### src/ffd_pkg.sv
// ----------------------------------------------------------------------------
// ffd_pkg
// Shared constants and types of the feedback frame deframer.
// ----------------------------------------------------------------------------
package ffd_pkg;

	localparam int FRAME_LEN  = 24;
	localparam int CHECK_POS  = 22;
	localparam int TAIL_POS   = 23;
	localparam int WORD_COUNT = 10;
	localparam int FILL_W     = 5;

	localparam logic [7:0] FRAME_HEADER = 8'h7B;
	localparam logic [7:0] FRAME_TAIL   = 8'h7D;

	typedef struct packed {
		logic load;
		logic shift;
	} ffd_cell_ctl_t;

	typedef enum logic [2:0] {
		ST_IDLE = 3'b001,
		ST_DROP = 3'b010,
		ST_SCAN = 3'b100
	} ffd_state_t;

endpackage

### src/ffd_cell.sv
// ----------------------------------------------------------------------------
// ffd_cell
// One byte of the frame window: loads a received byte or takes its right
// neighbor's byte when the window shifts.
// ----------------------------------------------------------------------------
module ffd_cell (
	input  logic                  clk,
	input  ffd_pkg::ffd_cell_ctl_t ctl,
	input  logic [7:0]            din_byte,
	input  logic [7:0]            next_byte,
	output logic [7:0]            byte_q
);
	import ffd_pkg::*;

	always_ff @(posedge clk) begin
		if (ctl.shift) begin
			byte_q <= next_byte;
		end else if (ctl.load) begin
			byte_q <= din_byte;
		end
	end

endmodule

### src/feedback_frame_deframer_core.sv
// ----------------------------------------------------------------------------
// feedback_frame_deframer_core
// Header/tail/XOR-checksum frame parser for the chassis feedback link.
// ----------------------------------------------------------------------------
// Input channel: one serial byte per request on rx_byte (in_valid/in_stall).
// Bytes are held in a row of 24 byte cells; leading bytes other than the
// header 0x7B are dropped. A running XOR of the held bytes makes the
// checksum test a single compare when the 24th byte arrives.
// Output channel: one request of ten signed 16-bit words (out_valid/
// out_stall) per frame that passes the tail and checksum test.
// Throughput: one byte per cycle while frames fill. The frame result is
// registered and appears the cycle after its tail byte is taken.
// A failed check holds in_stall high while the cell row shifts one byte a
// cycle: ST_DROP first drops the leading byte, then ST_SCAN drops any byte
// that is not a header and stops when it sees the header or the empty row.
// A pending result holds its words while out_stall is high; bytes keep
// being taken, except the byte that would close the next frame.
// Reset (arst_n low) empties the window and clears out_valid.
// ----------------------------------------------------------------------------
module feedback_frame_deframer_core (
	input  logic               clk,
	input  logic               arst_n,
	input  logic               in_valid,
	output logic               in_stall,
	input  logic [7:0]         rx_byte,
	output logic               out_valid,
	input  logic               out_stall,
	output logic signed [15:0] vel_x,
	output logic signed [15:0] vel_y,
	output logic signed [15:0] yaw_rate,
	output logic signed [15:0] imu_word0,
	output logic signed [15:0] imu_word1,
	output logic signed [15:0] imu_word2,
	output logic signed [15:0] imu_word3,
	output logic signed [15:0] imu_word4,
	output logic signed [15:0] imu_word5,
	output logic signed [15:0] battery_mv
);
	import ffd_pkg::*;

	ffd_state_t          state_q, state_d;
	logic [FILL_W-1:0]   fill_q, fill_d;
	logic [7:0]          acc_q, acc_d;
	logic                out_valid_q;
	logic [15:0]         words_q [WORD_COUNT];
	logic [7:0]          cell_byte [FRAME_LEN];
	ffd_cell_ctl_t       cell_ctl [FRAME_LEN];
	logic                take, write_en, shift_en, emit;

	assign in_stall = (state_q != ST_IDLE) ||
		(out_valid_q && (fill_q == FILL_W'(TAIL_POS)));
	assign take = in_valid && !in_stall;

	always_comb begin
		state_d  = state_q;
		fill_d   = fill_q;
		acc_d    = acc_q;
		write_en = 1'b0;
		shift_en = 1'b0;
		emit     = 1'b0;
		unique case (state_q)
			ST_IDLE: begin
				if (take && !((fill_q == '0) && (rx_byte != FRAME_HEADER))) begin
					if (fill_q == FILL_W'(TAIL_POS)) begin
						if ((rx_byte == FRAME_TAIL) && (acc_q == '0)) begin
							emit   = 1'b1;
							fill_d = '0;
							acc_d  = '0;
						end else begin
							write_en = 1'b1;
							fill_d   = FILL_W'(FRAME_LEN);
							acc_d    = acc_q ^ rx_byte;
							state_d  = ST_DROP;
						end
					end else begin
						write_en = 1'b1;
						fill_d   = fill_q + 1'b1;
						acc_d    = acc_q ^ rx_byte;
					end
				end
			end
			ST_DROP: begin
				shift_en = 1'b1;
				fill_d   = fill_q - 1'b1;
				acc_d    = acc_q ^ cell_byte[0];
				state_d  = ST_SCAN;
			end
			ST_SCAN: begin
				if ((fill_q == '0) || (cell_byte[0] == FRAME_HEADER)) begin
					state_d = ST_IDLE;
				end else begin
					shift_en = 1'b1;
					fill_d   = fill_q - 1'b1;
					acc_d    = acc_q ^ cell_byte[0];
				end
			end
			default: state_d = ST_IDLE;
		endcase
	end

	for (genvar i = 0; i < FRAME_LEN; i++) begin : g_cell
		logic [7:0] next_byte;
		if (i == FRAME_LEN - 1) begin : g_last
			assign next_byte = 8'h00;
		end else begin : g_mid
			assign next_byte = cell_byte[i+1];
		end
		assign cell_ctl[i].shift = shift_en;
		assign cell_ctl[i].load  = write_en && (fill_q == FILL_W'(i));
		ffd_cell u_cell (
			.clk       (clk),
			.ctl       (cell_ctl[i]),
			.din_byte  (rx_byte),
			.next_byte (next_byte),
			.byte_q    (cell_byte[i])
		);
	end

	always_ff @(posedge clk or negedge arst_n) begin
		if (!arst_n) begin
			state_q     <= ST_IDLE;
			fill_q      <= '0;
			acc_q       <= '0;
			out_valid_q <= 1'b0;
		end else begin
			state_q <= state_d;
			fill_q  <= fill_d;
			acc_q   <= acc_d;
			if (emit) begin
				out_valid_q <= 1'b1;
			end else if (out_valid_q && !out_stall) begin
				out_valid_q <= 1'b0;
			end
		end
	end

	always_ff @(posedge clk) begin
		if (emit) begin
			for (int k = 0; k < WORD_COUNT; k++) begin
				words_q[k] <= {cell_byte[2 + 2*k], cell_byte[3 + 2*k]};
			end
		end
	end

	assign out_valid  = out_valid_q;
	assign vel_x      = words_q[0];
	assign vel_y      = words_q[1];
	assign yaw_rate   = words_q[2];
	assign imu_word0  = words_q[3];
	assign imu_word1  = words_q[4];
	assign imu_word2  = words_q[5];
	assign imu_word3  = words_q[6];
	assign imu_word4  = words_q[7];
	assign imu_word5  = words_q[8];
	assign battery_mv = words_q[9];

endmodule

### config.mk
export PLATFORM = sky130hd
export DESIGN_NAME = feedback_frame_deframer_core
export DESIGN_NICKNAME = d
export VERILOG_FILES = /design/src/ffd_pkg.sv /design/src/ffd_cell.sv /design/src/feedback_frame_deframer_core.sv
export SDC_FILE = /design/constraint.sdc
export NUM_CORES = 1
export LEC_CHECK = 0
export BUFFER_PORTS_ARGS = -buffer_cell sky130_fd_sc_hd__buf_2
export CORE_ASPECT_RATIO = 1.4
export CORE_UTILIZATION = 54
export DETAILED_ROUTE_END_ITERATION = 16
export GPL_TIMING_DRIVEN = 0
export PLACE_DENSITY = 0.75
export SYNTH_ARGS = -nofsm -noshare
export SYNTH_HDL_FRONTEND = slang
export SYNTH_SLANG_ARGS = --single-unit
export TNS_END_PERCENT = 30
### constraint.sdc
create_clock -name clk -period 13 [get_ports clk]
set_input_delay 2.6 -clock clk [delete_from_list [all_inputs] [get_ports clk]]
set_output_delay 2.6 -clock clk [all_outputs]
set_load 0.02 [all_outputs]
==> results_tabular.tex <==
\begin{tabular}{lr}
\hline
Metric & Value \\
\hline
\multicolumn{2}{l}{\textbf{CTS}} \\
Number of sinks on the clock net & 369 \\
Post-CTS setup-driven buffer insertion count & 0 \\
Worst-case clock buffer depth & 3 \\
Number of H-tree levels & 1 \\
CTS clk-pin slew, worst paths & $\sim$0.060 ns \\
CTS tree & yes \\
Clock network latency to the later pin of the worst-skew pair & 0.58 ns \\
Cts-stage hold buffer count & 0 \\
Cells resized by post-CTS repair & 0 \\
Clock Tree Root & sky130\_fd\_sc\_hd\_\_clkbuf\_16 \\
Number of buffers inserted during clock tree synthesis & 31 \\
\multicolumn{2}{l}{\textbf{Critical path}} \\
Crit path cell chain & buf\_2 > or4b\_2 > nor4\_4 > nand2\_1 > nor2\_4 > buf\_12 > buf\_12 > buf\_12 > buf\_12 \\
Kind of critical path & in -> reg \\
Critical Path RT & around 13 ns \\
Critical path's most frequent cell & sky130\_fd\_sc\_hd\_\_buf\_12 \\
Critical Path Sink Type & flip-flop \\
Maximum fanout count along the critical path & 34 \\
Largest stage delay on the critical path & 0.72 ns \\
Data arrival time of the worst path & 5.33 ns \\
Master of the slowest instance on the critical path & sky130\_fd\_sc\_hd\_\_or4b\_2 \\
Type of origin of the critical path & primary input \\
\multicolumn{2}{l}{\textbf{Timing}} \\
Crit path time final & 5.07 ns \\
Worst-case headroom to the max-slew limit & 5.43\% \\
Max Slew Vio Count & 0 \\
Post-Route Hold Slack & 0.450 ns \\
Worst clock skew & between 0.015 and 0.02 ns \\
Final setup viols & 0 \\
Setup TNS after final layout & 0 ns \\
Worst Tran Pin Value & 1.40 ns \\
Setup repair after global routing missed its margin & false \\
FMAX & 197 MHz \\
Worst setup margin & slightly below 8 ns \\
Period Utilization, post-route & between 30\% and 40\% \\
Final hold viol count & 0 \\
\multicolumn{2}{l}{\textbf{GRT}} \\
Maximum number of pins on one net before global-route repair & 35 \\
Overall track demand over capacity in global routing & 25.5\% \\
Met2 global-route usage & 44.1\% \\
Most crowded layer after global routing & met2 \\
Fraction of met1 tracks used by global routing & approximately 33\% \\
Initial antenna violation count & 0 \\
Aggregate global routing overflow & 0 \\
Wire length of the first global-routing pass & about 48000 µm \\
GR met3 Demand/Resource & 3.16\% \\
Via count of the first global-routing pass & 7518 \\
\multicolumn{2}{l}{\textbf{Power}} \\
Leakage power total & 6.68 nW \\
P per Cell Area & 155 mW/mm² \\
Worst VDD drop & $\sim$0.11 mV \\
Sum of internal, switching and leakage power & 2.51 mW \\
\multicolumn{2}{l}{\textbf{Yosys}} \\
Average cell area after synthesis & 17.6 µm² \\
Leading post-synthesis cells by instance count & sky130\_fd\_sc\_hd\_\_edfxtp\_1, sky130\_fd\_sc\_hd\_\_a21o\_1, sky130\_fd\_sc\_hd\_\_o21ai\_0 \\
Synthesis-stage register bit count & 369 \\
Sequential element share of the synthesized area & approximately 79\% \\
Cell taking the most area after synthesis & sky130\_fd\_sc\_hd\_\_edfxtp\_1 \\
Predominant post-synthesis flop cell & sky130\_fd\_sc\_hd\_\_edfxtp\_1 \\
Synthesized cell area & 0.0138 mm² \\
Synthesized instance count & 786 \\
Proportion of synthesized flip-flops having asynchronous set or reset & 4.61\% \\
Proportion of netlist area held by the largest area contributor & about three quarters \\
Most frequent cell after synthesis & sky130\_fd\_sc\_hd\_\_edfxtp\_1 \\
Ranking of synthesized cells by area & sky130\_fd\_sc\_hd\_\_edfxtp\_1, sky130\_fd\_sc\_hd\_\_a21o\_1, sky130\_fd\_sc\_hd\_\_dfrtp\_1, sky130\_fd\_sc\_hd\_\_dfxtp\_1, sky130\_fd\_sc\_hd\_\_buf\_4 \\
Number of synthesized flops with an enable pin & 344 \\
Distinct cell type count after synthesis & between 40 and 50 \\
Synthesis warning total & 0 \\
Synth Net Count & 804 \\
\multicolumn{2}{l}{\textbf{Cells and area}} \\
\# nets final & 1017 \\
Layout Area Growth over Synthesis & 16.7\% \\
Layout cells sized above 1 & 27.8\% \\
Sequential Area & 0.0109 mm² \\
Number of antenna cells inserted & 0 \\
Count of placed standard cells in the final layout, fillers left out & 1339 \\
Total area of multi-input combinational cells & 0.00252 mm² \\
Cell area after layout & between 0.015 and 0.02 mm² \\
Final Core Density & 63.9\% \\
Filler instances & 1775 \\
\multicolumn{2}{l}{\textbf{Floorplanning}} \\
Number of core rows & 69 \\
Core area & 0.0253 mm² \\
DIE AREA & 0.0263 mm² \\
Chip width & 137 µm \\
Initial Utilization & 54.7\% \\
IO Count & 174 \\
Vertical die dimension & 191 µm \\
\multicolumn{2}{l}{\textbf{Route}} \\
Final routed wire length divided by cell count & 24.6 µm \\
Final ANT Viol Nets & 0 \\
DRC violation count after routing & 0 \\
Drt via density & 5.84 \\
DR iter-0 viols & 877 \\
First-pass DRT Iterations & 5 \\
Via count & 7816 \\
Post-detailed-routing wire length & roughly 33000 µm \\
\multicolumn{2}{l}{\textbf{Worst hold path}} \\
Type of the worst min-delay path & reg -> reg \\
\multicolumn{2}{l}{\textbf{Status}} \\
Status & finished clean \\
\multicolumn{2}{l}{\textbf{Place}} \\
Worst-case setup slack after placement & 7.31 ns \\
IO buf count & 173 \\
Placed cells & 1285 \\
Post-Place Cell Area & 0.0152 mm² \\
Routability congestion estimate from global placement & between 0.8 and 0.9 \\
Detailed-placement wirelength estimate & between 20000 and 25000 µm \\
\multicolumn{2}{l}{\textbf{Flow run}} \\
Max-Cap Viols & 0 \\
\hline
\end{tabular}
## critical path: cells and delay by family
family	cells	cell delay, ns
buffers and inverters	5	1.12
and+or+nand+nor	4	1.58
## worst paths after layout
kind / startpoint / cells after the start / end / slack [ns]
min in group asynchronous: arst_n / 1 / fill_q[2] / 1.95
worst max-delay path: rx_byte[7] / 9 / words_q[7][0] / 7.93
worst max register to register: fill_q[1] / 7 / g_cell[7].u_cell.byte_q[3] / 9.43
worst min register to register: g_cell[8].u_cell.byte_q[3] / 0 / words_q[3][11] / 0.45
worst min-delay path: g_cell[8].u_cell.byte_q[3] / 0 / words_q[3][11] / 0.45
max in group asynchronous: arst_n / 1 / state_q[0] / 10.73
## kinds of logic (layout without fill, tap and decap cells)
| group | Yosys count | count (layout) | share of synthesized area (%) |
|---|---|---|---|
| flops | 369 | 369 | 78.8 |
| compound gates | 249 | 249 | 13.1 |
| simple gates | 78 | 78 | 3.23 |
| buf+inv | 66 | 300 | 3.05 |
| mux | 14 | 14 | 1.02 |
| fa+ha+maj | 6 | 6 | 0.542 |
| xor+xnor | 4 | 4 | 0.253 |
## layout make-up
type	instances	area share, %
inverter	7	0.163
timing repair buffer	180	6.07
multi-input combinational	351	15.6
buffer	59	2.45
sequential	369	67.5
tap	319	2.47
clock inverter	16	0.797
clock buffer	38	4.96
## metal layers
layer,vias to the layer above,share of wire (%)
li1,3460,-
met1,3910,38
met2,381,52
met3,65,6.3
met4,0,3.5
met5,-,0
## flip-flops by register name (all words and copies together) (netlist names)
signal and cells:
state_q 3, fill_q 5, out_valid 1, words_q 160, acc_q 8, g_cell.u_cell.byte_q 192
## cells in the final DEF (no fill, tap or decap), types with 7 or more instances in the layout
cell type	n
sky130_fd_sc_hd__a21oi_1	13
sky130_fd_sc_hd__o21ai_1	7
sky130_fd_sc_hd__dfrtp_1	16
sky130_fd_sc_hd__and2_1	9
sky130_fd_sc_hd__nor2_1	15
sky130_fd_sc_hd__buf_4	20
sky130_fd_sc_hd__a21o_1	185
sky130_fd_sc_hd__dfxtp_1	8
sky130_fd_sc_hd__a22o_1	13
sky130_fd_sc_hd__clkbuf_1	18
sky130_fd_sc_hd__nand2_1	18
sky130_fd_sc_hd__buf_6	11
sky130_fd_sc_hd__buf_2	192
sky130_fd_sc_hd__mux2i_1	13
sky130_fd_sc_hd__clkbuf_16	31
sky130_fd_sc_hd__edfxtp_1	344
sky130_fd_sc_hd__a31o_2	7
sky130_fd_sc_hd__o21ai_0	16
## power by group
group,internal (mW),switching [mW]
logic,0.0826,0.133
registers,1.37,0.0512
clock network,0.461,0.416
total,1.91,0.600
(Power assumes the default switching activity.)
